File: src/sv/q2yaw_pkg.sv
// Shared constants, widths and the arctangent table for the quaternion yaw core.
// No dependencies; every other file imports this package.
package q2yaw_pkg;

  localparam int COMP_W           = 16;  // quaternion component width
  localparam int ANGLE_W          = 16;  // output binary angle width
  localparam int ACC_W            = 33;  // angle accumulator, 2^31 units = pi
  localparam int ATAN_LEN         = 24;
  localparam int CORDIC_STEPS_DEF = 16;
  localparam int FRAC_BITS_DEF    = 14;
  localparam int QUEUE_DEPTH      = 2;

  localparam logic signed [ACC_W-1:0] HALF_PI = 33'sh40000000;

  // atan(2^-i) in units where pi = 2^31
  localparam logic [31:0] ATAN_TABLE [ATAN_LEN] = '{
    32'h20000000, 32'h12E4051E, 32'h09FB385B, 32'h051111D4,
    32'h028B0D43, 32'h0145D7E1, 32'h00A2F61E, 32'h00517C55,
    32'h0028BE53, 32'h00145F2F, 32'h000A2F98, 32'h000517CC,
    32'h00028BE6, 32'h000145F3, 32'h0000A2FA, 32'h0000517D,
    32'h000028BE, 32'h0000145F, 32'h00000A30, 32'h00000518,
    32'h0000028C, 32'h00000146, 32'h000000A3, 32'h00000051
  };

  // width of the sine / cosine terms for a given fraction width
  function automatic int term_width(int frac);
    int m;
    m = (2 * frac > 2 * COMP_W + 1) ? 2 * frac : 2 * COMP_W + 1;
    return m + 2;
  endfunction

  // CORDIC datapath width: terms plus headroom for sqrt(2) and gain 1.647
  function automatic int cordic_width(int frac);
    return term_width(frac) + 2;
  endfunction

  function automatic int step_count(int steps);
    return (steps > ATAN_LEN) ? ATAN_LEN : steps;
  endfunction

endpackage

File: src/sv/q2yaw_queue.sv
// Short FIFO that decouples the front end from the CORDIC back end.
// Depends on q2yaw_pkg for the default depth.
module q2yaw_queue import q2yaw_pkg::*; #(
  parameter int DW    = 8,
  parameter int DEPTH = QUEUE_DEPTH
) (
  input  logic          clk,
  input  logic          rst,
  input  logic          push,
  input  logic [DW-1:0] push_data,
  output logic          full,
  input  logic          pop,
  output logic [DW-1:0] pop_data,
  output logic          empty
);

  localparam int AW = (DEPTH > 1) ? $clog2(DEPTH) : 1;
  localparam int NW = $clog2(DEPTH + 1);

  logic [DW-1:0] entries [DEPTH];
  logic [AW-1:0] wr_ptr, rd_ptr;
  logic [NW-1:0] count;
  logic          do_push, do_pop;

  assign full     = (count == NW'(DEPTH));
  assign empty    = (count == '0);
  assign do_push  = push && !full;
  assign do_pop   = pop && !empty;
  assign pop_data = entries[rd_ptr];

  always_ff @(posedge clk) begin
    if (rst) begin
      wr_ptr <= '0;
      rd_ptr <= '0;
      count  <= '0;
    end else begin
      if (do_push) begin
        wr_ptr <= (wr_ptr == AW'(DEPTH - 1)) ? '0 : wr_ptr + 1'b1;
      end
      if (do_pop) begin
        rd_ptr <= (rd_ptr == AW'(DEPTH - 1)) ? '0 : rd_ptr + 1'b1;
      end
      if (do_push && !do_pop) begin
        count <= count + 1'b1;
      end else if (do_pop && !do_push) begin
        count <= count - 1'b1;
      end
    end
  end

  always_ff @(posedge clk) begin
    if (do_push) begin
      entries[wr_ptr] <= push_data;
    end
  end

  ap_count_bound: assert property (@(posedge clk) disable iff (rst)
    count <= NW'(DEPTH))
    else $error("queue count above depth");

  ap_count_up: assert property (@(posedge clk) disable iff (rst)
    do_push && !do_pop |=> count == $past(count) + 1'b1)
    else $error("queue count missed a push");

  ap_count_down: assert property (@(posedge clk) disable iff (rst)
    do_pop && !do_push |=> count == $past(count) - 1'b1)
    else $error("queue count missed a pop");

endmodule

File: config.mk
export PLATFORM = sky130hd
export DESIGN_NAME = q2yaw_queue
export DESIGN_NICKNAME = d
export VERILOG_FILES = /design/src/sv/q2yaw_pkg.sv /design/src/sv/q2yaw_queue.sv
export SDC_FILE = /design/constraint.sdc
export NUM_CORES = 1
export LEC_CHECK = 0
export ABC_AREA = 0
export BUFFER_PORTS_ARGS = -buffer_cell sky130_fd_sc_hd__buf_2
export CAP_MARGIN = 25
export CORE_MARGIN = 2
export CORE_UTILIZATION = 52
export CTS_CLUSTER_SIZE = 40
export DETAILED_ROUTE_END_ITERATION = 6
export PLACE_DENSITY = 0.79
export SYNTH_ARGS = -nofsm -noshare
export SYNTH_HDL_FRONTEND = slang
export SYNTH_SLANG_ARGS = --single-unit
File: constraint.sdc
create_clock -name clk -period 4.7 [get_ports clk]
set_clock_uncertainty 0.15 [all_clocks]
set_input_delay 0.47 -clock clk [delete_from_list [all_inputs] [get_ports clk]]
set_output_delay 0.47 -clock clk [all_outputs]
set_load 0.01 [all_outputs]
==> impl_results.md <==
- Vias in the first global route: approximately 430
- Most common library cells after synthesis: edfxtp_1 (16), mux2_2 (8), dfxtp_1 (5), nor2_1 (5)
- Die Y: roughly 43 µm
- Die Area: ~0.0019 mm²
- CTS tree: done
- Sequential area share after synthesis: about 73%
- Antenna diodes: 0
- Post-synth EDFFs: 16
- GR Overflow Total: 0
- Top-area cell type share of the netlist area: a little over 60%
- CP startpoint kind: flip-flop
- Post-CTS Hold Buffers: 0
- Hold_sp: push_data[6]
- Clk slew on worst S/H paths: roughly 110 ps
- Yosys cell types: 13
- Mapped Cells: 50
- Synthesis-to-finish area growth: 18.45%
- Outcome: finished, final reports clean
- Post-Synthesis Cell Area: 793.3 µm²
- DR vias/cell: 5.178
- Clock root cell: clkbuf_4
- Clock sink count: 21
- CTS Buffer Depth: 2
- Fin crit share: between 40% and 50%
- Syn. warnings: 0
- Max-cap violation count: 0
- All-Layer GR Usage: about 16%
- Post-route ant nets: 0
- Synth Flop Type: edfxtp_1
- Drt drc: 0
- Initial Utilization: about 54%
- Overall routed net length: between 1 and 1.5 mm
- Slew headroom: between 70 and 80%
- Worst Path Arrival: between 1000 and 1500 ps
- CTS Buf Count: 3
- Vias: between 400 and 500
- Finish-stage setup viols: 0
- Static Leak: approximately 0.00038 µW
- Pwr/cell area: between 500 and 600 mW/mm²
- DRT iter0 DRCs: 0
- Io pins: 22
- Post-Syn Nets: between 60 and 70
- Worst setup margin: between 2000 and 3000 ps
- H-tree depth: 1
- Worst Path Required: between 4000 and 5000 ps
- Final Core Density: between 60% and 70%
- Final Critical Period: slightly below 2000 ps
- Most frequent cell after synthesis: edfxtp_1
- Fin. Hold Viols: 0
- Fmax: approximately 0.51 GHz
- DR pass1 iterations: 1
- Pin count of the biggest net entering global routing: 12
- Crit-path max FO: 8
- Cell Chain, Critical Path: mux2_2 > buf_2
- Clock latency at the later pin of the worst-skew pair: slightly below 300 ps
- Post-CTS sizing: 0
- Critical-path top delay cell: dfxtp_1
- Largest area contributor in the netlist: edfxtp_1
- Yosys reg bits: 21
- Asr flop ratio synth: 0%
- Hold Crit Class: in -> reg
- RSZ-0062 raised after global routing: false
- DP Worst Slack: just under 3000 ps
- Avg WL per Cell: roughly 14 µm
- Wire length of the first global-routing pass: 1.959 mm
- CP Capture Type: output port
- Layout net count: 88
- Site Rows: 14
- Setup TNS: 0 ps
- Hpwl dp: about 900 µm
- Slew at the pin closest to its max-slew limit: approximately 380 ps
- Die W: approximately 43 µm
- Initial antenna violation count: 0
- Crit path kind: reg -> out
- Final Slew Violations: 0
- Synth area leaders: edfxtp_1 (61%), dfxtp_1 (13%), mux2_2 (11%)
- Setup repair bufs after CTS: 0
- IO buf count: 21
- Max IR drop VDD: 0.3348 mV
- Core Area: around 0.0015 mm²
- Syn Area/Cell: between 15 and 20 µm²
- GP Congestion: roughly 0.61
- RR Startpoint: count[0]
- Share of layout cells above drive strength 1: around 45%
- Slowest stage delay, CP: approximately 550 ps
-- worst paths after layout --
kind | endpoint | slack [ps] | cells past startpoint
max | pop_data[2] | 2730 | 2
min | entries[1][6] | 210 | 1
max reg2reg | count[1] | 2970 | 4
min reg2reg | wr_ptr | 350 | 2
-- report_power, final --
| part | switching [µW] | total (µW) | internal, µW |
|---|---|---|---|
| Combinational | 71.4 | 144 | 72.7 |
| Clock | 49.4 | 82.5 | 33.0 |
| Sequential | 25.9 | 263 | 237 |
| Total | 147 | 489 | 343 |
-- state kept, by name, indices dropped and copies added, names as in the netlist, named ones only --
register	flops
rd_ptr	1
entries	16
wr_ptr	1
count	2
-- layer usage --
| layer | global-route usage (%) | vias to the layer above | routed length (µm) | part of all wire [%] |
|---|---|---|---|---|
| li1 | - | 227 | - | - |
| met1 | 19.77 | 222 | 504 | 41 |
| met2 | 23.94 | 15 | 653 | 53 |
| met3 | 2.553 | 2 | 76 | 6.1 |
| met4 | 10.91 | 0 | 8 | 0.64 |
| met5 | 0 | - | 0 | 0 |
-- worst max-delay path, delay by kind of cell, from the launching register on --
| family | cells | cell delay, ps |
|---|---|---|
| flip-flops | 1 | 550 |
| buffers and inverters | 1 | 140 |
| multiplexers | 1 | 380 |
-- layout by cell type, fill, tap and decap left out --
cell type / synthesis / final
a21oi_1: 2 / 2
inv_1: 2 / 2
and2_1: 1 / 1
clkbuf_1: 0 / 1
nor2_1: 5 / 5
o21ai_0: 3 / 3
edfxtp_1: 16 / 16
buf_2: 1 / 21
clkbuf_4: 0 / 3
or3_1: 2 / 2
xor2_1: 3 / 3
nor2b_2: 1 / 1
mux2_2: 8 / 8
ha_1: 1 / 1
dfxtp_1: 5 / 5
-- logic make-up (layout without fill, tap and decap cells) --
| logic type | count (synthesis) | count (layout) | synth area share (%) |
|---|---|---|---|
| mux | 8 | 8 | 11.36 |
| fa+ha+maj | 1 | 1 | 1.577 |
| flops | 21 | 21 | 73.19 |
| xor+xnor | 3 | 3 | 3.313 |
| buf+inv | 3 | 27 | 1.577 |
| simple gates | 9 | 9 | 5.837 |
| compound gates | 5 | 5 | 3.154 |
-- stage by stage --
step           total power, µW  hold WS, ps  instance area, µm²  instances
2_1_floorplan            362.1        301.6               793.3         50
3_3_place_gp             405.5        317.6               913.4         86
3_5_place_dp             413.3        330.6               913.4         86
4_1_cts                  495.0        203.1               939.7         90
5_1_grt                  521.6        189.6               939.7         90
6_report                 489.2        214.5               939.7         90
-- final cells by class --
cell class                 count  area [µm²]
inverter                       2       7.507
multi-input combinational     26       200.2
tap                           16       20.02
fill                         117       531.8
clock buffer                   4       26.28
timing repair buffer          21       105.1
sequential                    21       580.6
No activity file was read; power rests on OpenSTA's default activity.
