<file path="src/sv/q2yaw_pkg.sv">
// Shared constants, widths and the arctangent table for the quaternion yaw core.
// No dependencies; every other file imports this package.
package q2yaw_pkg;

  localparam int COMP_W           = 16;  // quaternion component width
  localparam int ANGLE_W          = 16;  // output binary angle width
  localparam int ACC_W            = 33;  // angle accumulator, 2^31 units = pi
  localparam int ATAN_LEN         = 24;
  localparam int CORDIC_STEPS_DEF = 16;
  localparam int FRAC_BITS_DEF    = 14;
  localparam int QUEUE_DEPTH      = 2;

  localparam logic signed [ACC_W-1:0] HALF_PI = 33'sh40000000;

  // atan(2^-i) in units where pi = 2^31
  localparam logic [31:0] ATAN_TABLE [ATAN_LEN] = '{
    32'h20000000, 32'h12E4051E, 32'h09FB385B, 32'h051111D4,
    32'h028B0D43, 32'h0145D7E1, 32'h00A2F61E, 32'h00517C55,
    32'h0028BE53, 32'h00145F2F, 32'h000A2F98, 32'h000517CC,
    32'h00028BE6, 32'h000145F3, 32'h0000A2FA, 32'h0000517D,
    32'h000028BE, 32'h0000145F, 32'h00000A30, 32'h00000518,
    32'h0000028C, 32'h00000146, 32'h000000A3, 32'h00000051
  };

  // width of the sine / cosine terms for a given fraction width
  function automatic int term_width(int frac);
    int m;
    m = (2 * frac > 2 * COMP_W + 1) ? 2 * frac : 2 * COMP_W + 1;
    return m + 2;
  endfunction

  // CORDIC datapath width: terms plus headroom for sqrt(2) and gain 1.647
  function automatic int cordic_width(int frac);
    return term_width(frac) + 2;
  endfunction

  function automatic int step_count(int steps);
    return (steps > ATAN_LEN) ? ATAN_LEN : steps;
  endfunction

endpackage

</file>
<file path="src/sv/q2yaw_if.sv">
// Valid/ready channel interfaces for the quaternion input and the yaw output.
// Depends on q2yaw_pkg.
interface q2yaw_quat_if import q2yaw_pkg::*; ();
  logic                     valid;
  logic                     ready;
  logic signed [COMP_W-1:0] quat_w;
  logic signed [COMP_W-1:0] quat_x;
  logic signed [COMP_W-1:0] quat_y;
  logic signed [COMP_W-1:0] quat_z;

  modport source (output valid, output quat_w, output quat_x, output quat_y,
                  output quat_z, input ready);
  modport sink (input valid, input quat_w, input quat_x, input quat_y,
                input quat_z, output ready);
endinterface


</file>
<file path="src/sv/q2yaw_front.sv">
// Front end: products, sine/cosine terms, zero detect and quadrant pre-rotation.
// Depends on q2yaw_pkg and q2yaw_quat_if; feeds q2yaw_queue.
module q2yaw_front import q2yaw_pkg::*; #(
  parameter int COMPONENT_FRACTION_BITS = FRAC_BITS_DEF,
  parameter int DW = 1 + ACC_W + 2 * cordic_width(COMPONENT_FRACTION_BITS)
) (
  input  logic          clk,
  input  logic          rst,
  q2yaw_quat_if.sink    quat,
  input  logic          full,
  output logic          push,
  output logic [DW-1:0] push_data
);

  localparam int TW = term_width(COMPONENT_FRACTION_BITS);
  localparam int CW = cordic_width(COMPONENT_FRACTION_BITS);
  localparam int PW = 2 * COMP_W;
  localparam logic signed [TW-1:0] ONE = {{(TW-1){1'b0}}, 1'b1} << (2 * COMPONENT_FRACTION_BITS);

  typedef struct packed {
    logic                    zero;
    logic signed [ACC_W-1:0] acc;
    logic signed [CW-1:0]    y;
    logic signed [CW-1:0]    x;
  } vec_t;

  logic                 en;
  logic                 v1, v2, v3;
  logic signed [PW-1:0] p_wz, p_xy, p_yy, p_zz;
  logic signed [PW:0]   sum_s, sum_c;
  logic signed [TW-1:0] s_term, c_term;
  vec_t                 vec, vec_next;

  assign en = !v3 || !full;
  assign quat.ready = en && !rst;
  assign push = v3;
  assign push_data = vec;

  assign sum_s = (PW+1)'(p_wz) + (PW+1)'(p_xy);
  assign sum_c = (PW+1)'(p_yy) + (PW+1)'(p_zz);

  always_comb begin
    vec_next.zero = (s_term == '0) && (c_term == '0);
    vec_next.x    = CW'(c_term);
    vec_next.y    = CW'(s_term);
    vec_next.acc  = '0;
    if (c_term[TW-1]) begin
      if (!s_term[TW-1]) begin
        vec_next.x   = CW'(s_term);
        vec_next.y   = -CW'(c_term);
        vec_next.acc = HALF_PI;
      end else begin
        vec_next.x   = -CW'(s_term);
        vec_next.y   = CW'(c_term);
        vec_next.acc = -HALF_PI;
      end
    end
  end

  always_ff @(posedge clk) begin
    if (rst) begin
      v1 <= 1'b0;
      v2 <= 1'b0;
      v3 <= 1'b0;
    end else if (en) begin
      v1 <= quat.valid;
      v2 <= v1;
      v3 <= v2;
    end
  end

  always_ff @(posedge clk) begin
    if (en) begin
      p_wz   <= quat.quat_w * quat.quat_z;
      p_xy   <= quat.quat_x * quat.quat_y;
      p_yy   <= quat.quat_y * quat.quat_y;
      p_zz   <= quat.quat_z * quat.quat_z;
      s_term <= TW'(sum_s) <<< 1;
      c_term <= ONE - (TW'(sum_c) <<< 1);
      vec    <= vec_next;
    end
  end

endmodule

</file>
<file path="src/flat_wrapper.sv">
// flat-port wrapper written by rule: the top's interface ports become plain ports
module q2yaw_front_flat import q2yaw_pkg::*;
#(
  parameter int COMPONENT_FRACTION_BITS = FRAC_BITS_DEF,
  parameter int DW = 1 + ACC_W + 2 * cordic_width(COMPONENT_FRACTION_BITS)
)
  (clk, rst, full, push, push_data, quat_valid, quat_quat_w, quat_quat_x, quat_quat_y, quat_quat_z, quat_ready);
  q2yaw_quat_if quat_i ();
  input  logic clk;
  input  logic rst;
  input  logic full;
  output logic push;
  output logic [DW-1:0] push_data;
  input wire logic [$bits(quat_i.valid)-1:0] quat_valid;
  input wire logic [$bits(quat_i.quat_w)-1:0] quat_quat_w;
  input wire logic [$bits(quat_i.quat_x)-1:0] quat_quat_x;
  input wire logic [$bits(quat_i.quat_y)-1:0] quat_quat_y;
  input wire logic [$bits(quat_i.quat_z)-1:0] quat_quat_z;
  output wire logic [$bits(quat_i.ready)-1:0] quat_ready;
  assign quat_i.valid = quat_valid;
  assign quat_i.quat_w = quat_quat_w;
  assign quat_i.quat_x = quat_quat_x;
  assign quat_i.quat_y = quat_quat_y;
  assign quat_i.quat_z = quat_quat_z;
  assign quat_ready = quat_i.ready;
  q2yaw_front #(.COMPONENT_FRACTION_BITS(COMPONENT_FRACTION_BITS), .DW(DW)) u_core (.clk(clk), .rst(rst), .quat(quat_i), .full(full), .push(push), .push_data(push_data));
endmodule
</file>
<file path="config.mk">
export PLATFORM = sky130hd
export DESIGN_NAME = q2yaw_front_flat
export DESIGN_NICKNAME = d
export VERILOG_FILES = /design/src/sv/q2yaw_pkg.sv /design/src/sv/q2yaw_if.sv /design/src/sv/q2yaw_front.sv /design/src/flat_wrapper.sv
export SDC_FILE = /design/constraint.sdc
export NUM_CORES = 2
export LEC_CHECK = 0
export BUFFER_PORTS_ARGS = -buffer_cell sky130_fd_sc_hd__buf_2
export CAP_MARGIN = 5
export CORE_ASPECT_RATIO = 1.1
export CORE_MARGIN = 4
export CORE_UTILIZATION = 30
export DETAILED_ROUTE_END_ITERATION = 12
export REMOVE_ABC_BUFFERS = 1
export SYNTH_ARGS = -nofsm -noshare
export SYNTH_HDL_FRONTEND = slang
export SYNTH_SLANG_ARGS = --single-unit
export TNS_END_PERCENT = 1
</file>
<file path="constraint.sdc">
create_clock -name clk -period 7.1 [get_ports clk]
set_input_delay 1.065 -clock clk [delete_from_list [all_inputs] [get_ports clk]]
set_output_delay 1.065 -clock clk [all_outputs]
set_load 0.05 [all_outputs]
</file>
==> flow_metrics.env <==
export IMPL_outcome="finished clean"
export IMPL_die_area_mm2=0.179
export IMPL_cts_reportedPaths_clkPinSlew_ns=0.06
export IMPL_clock_skew_ns=0.0281
export IMPL_worstMarginPinSlew_ns=1.04
export IMPL_cts_tree="yes"
export IMPL_cts_max_level=2
export IMPL_timing_fmax_ghz=0.147
export IMPL_gp_congestion=0.861
export IMPL_path_max_fanout=11
export IMPL_core_mm2=0.171
export IMPL_synth_ff_type="edfxtp_1"
export IMPL_final_setup_tns_ns=0
export IMPL_synthAdderAreaFrac_pct=48.6
export IMPL_drt_iter0_markers=2053
export IMPL_synth_edff_count=268
export IMPL_arrival_ns=7.08
export IMPL_rsz0062_at_grt="yes"
export IMPL_insertion_delay_ns=0.58
export IMPL_r2r_start="u_core.p_zz[2]"
export IMPL_ys_async_sr_fraction_pct=0
export IMPL_rows=159
export IMPL_synth_compound_area_share_pct=6.94
export IMPL_overflow=0
export IMPL_final_area_mm2=0.0592
export IMPL_viasPerCell=4.57
export IMPL_grtUsageTotal_pct=14.8
export IMPL_synth_top_cell_by_area="fa_1"
export IMPL_multi_input_area_mm2=0.0380
export IMPL_endpoint_kind="flip-flop"
export IMPL_route_detailed_drc=0
export IMPL_min_from="u_core.v1"
export IMPL_yosys_cell_count_top_type="inv_1"
export IMPL_ys_top_cells_by_count="inv_1, fa_1, nand2_1"
export IMPL_yosys_area_share_simple_pct=12.6
export IMPL_finalHoldViolCount=0
export IMPL_critical_path_startpoint="quat_quat_z[5]"
export IMPL_grt_pass1_wl_um=211000
export IMPL_drv_cap=0
export IMPL_ant_nets=0
export IMPL_synth_top_family_by_area="adder cells"
export IMPL_synth_seq_area_share_pct=15.7
export IMPL_synth_xor_area_share_pct=5.01
export IMPL_antenna_found_initial=16
export IMPL_period_share_pct=95.5
export IMPL_critPathMaxStageDelay_ns=0.53
export IMPL_post_route_min_period_ns=6.78
export IMPL_die_x_um=403
export IMPL_top_level_ports=178
export IMPL_root_buffer="clkbuf_16"
export IMPL_syn_area_per_cell_um2=9.63
export IMPL_wirelength_um=128000
export IMPL_ys_types=81
export IMPL_fin_hold_ws_ns=0.459
export IMPL_synthMuxAreaShare_pct=0.116
export IMPL_fin_nets=7298
export IMPL_yosysTopAreaCellShare_pct=38.6
export IMPL_ys_seq_elements=271
export IMPL_utilization_pct=34.7
export IMPL_dr_pass1_iters=5
export IMPL_setup_viol=0
export IMPL_cp_start_kind="input port"
export IMPL_cp_required_ns=7.40
export IMPL_dpl_cell_area_mm2=0.0581
export IMPL_slew_viol_final=0
export IMPL_clkSinkCount=271
export IMPL_numCtsBuffers=34
export IMPL_grt_max_degree=130
export IMPL_postCtsSetupRepairBufs=0
export IMPL_fill_cells=17464
export IMPL_synth_area_leaders="fa_1, edfxtp_1, ha_1, inv_1, and2_1"
export IMPL_initial_core_util_pct=30.2
export IMPL_slew_headroom_pct=28.7
export IMPL_crit_slowest_cell="fa_1"
export IMPL_drive_above_1_share_pct=11.8
export IMPL_grt_pass1_vias=39866
export IMPL_port_buffer_count=145
export IMPL_wl_per_cell_um=15.8
export IMPL_netlist_area_mm2=0.0516
export IMPL_worst_hold_path_type="flip-flop to flip-flop"
export IMPL_ys_warn_count=0
export IMPL_netlist_instances=5356
export IMPL_dieHeight_um=443
export IMPL_clock_path_buffers=3
export IMPL_regArea_mm2=0.00811
export IMPL_area_delta_synth_final_pct=14.8
export IMPL_num_vias=37036
export IMPL_worstSetupPathType="input port to flip-flop"
export IMPL_hpwl_um=112000
[layer usage]
layer | global-route usage, % | vias up | share of wire [%]
met2 | 25.3 | 709 | 49
met3 | 2.02 | 148 | 5.1
li1 | - | 17344 | -
met1 | 19.8 | 18819 | 43
met4 | 3.62 | 16 | 2.7
met5 | 0 | - | 0.086
[through the flow]
stage	instances	setup slack [ns]
after global routing	8101	-0.0106
after global placement	8041	-0.315
final	8106	0.316
after floorplan	5192	-0.400
after CTS	8101	0.216
after detailed placement	8041	-0.368
[placed cells by master, fill, tap and decap left out, types with 7 or more instances in the layout]
cell / instances
buf_4: 425
edfxtp_1: 268
inv_1: 1274
o211ai_1: 16
a21oi_1: 214
buf_12: 25
or2_2: 7
o21bai_1: 27
nor4_1: 11
clkbuf_16: 35
buf_2: 142
xnor2_1: 220
o2111ai_1: 7
nand4_1: 16
a31o_2: 11
a41o_1: 7
conb_1: 35
and3_1: 19
nand2_1: 475
nand3_1: 40
or3_1: 15
o21a_1: 21
a2111oi_0: 8
o21ai_0: 82
and2_1: 318
or4_1: 11
nand2b_1: 35
a21o_1: 59
xor2_1: 75
o31ai_1: 18
nor2b_1: 28
fa_1: 994
nor3b_1: 9
nor2_1: 284
nor3_1: 55
ha_1: 413
a31oi_1: 8
a211oi_1: 17
[path summary, 6_finish.rpt]
check	end	slack [ns]	cells past startpoint
max	u_core.p_zz[31]	0.32	27
min	u_core.v2	0.46	2
max reg2reg	u_core.c_term[34]	2.48	12
min reg2reg	u_core.v2	0.46	2
[what timing repair did]
action / 4_1_cts / 5_1_grt
hold buffers: 0 / 0
resized for setup: 0 / 9
setup endpoints to repair: 0 / 7
[worst max-delay path: cells and delay by family]
kind                       cells  cell delay (ns)
AOI/OAI and AO/OA              5             1.15
xor gates and xnor gates       1             0.08
adders and majority gates      7             3.15
buffers and inverters         11             1.15
and+or+nand+nor                3             0.49
[state kept, by name (all words and copies together), names as in the netlist]
name              count
u_core.push_data     75
u_core.c_term        34
u_core.s_term        33
u_core.p_wz          32
u_core.p_xy          32
u_core.p_yy          31
u_core.p_zz          31
u_core.push           1
u_core.v1             1
u_core.v2             1
[cells by family (layout without fill, tap and decap cells)]
kind of cell / count (synthesis) / in the layout
AOI/OAI and AO/OA: 558 / 558
xor gates and xnor gates: 295 / 295
adders and majority gates: 1407 / 1407
buffers and inverters: 1474 / 1931
DFF: 271 / 271
muxes: 6 / 6
other: 1 / 40
and+or+nand+nor: 1344 / 1344
[final cells by class]
cell class / count / share of cell area [%]
multi-input combinational: 3645 / 64.1
clock inverter: 20 / 0.317
antenna: 5 / 0.0211
clock buffer: 40 / 1.51
timing repair buffer: 595 / 7.47
tap: 2254 / 4.76
inverter: 1276 / 8.09
sequential: 271 / 13.7
Power is not shown: default switching activity piles up to over one toggle a cycle in this logic, so the estimate is an artifact.
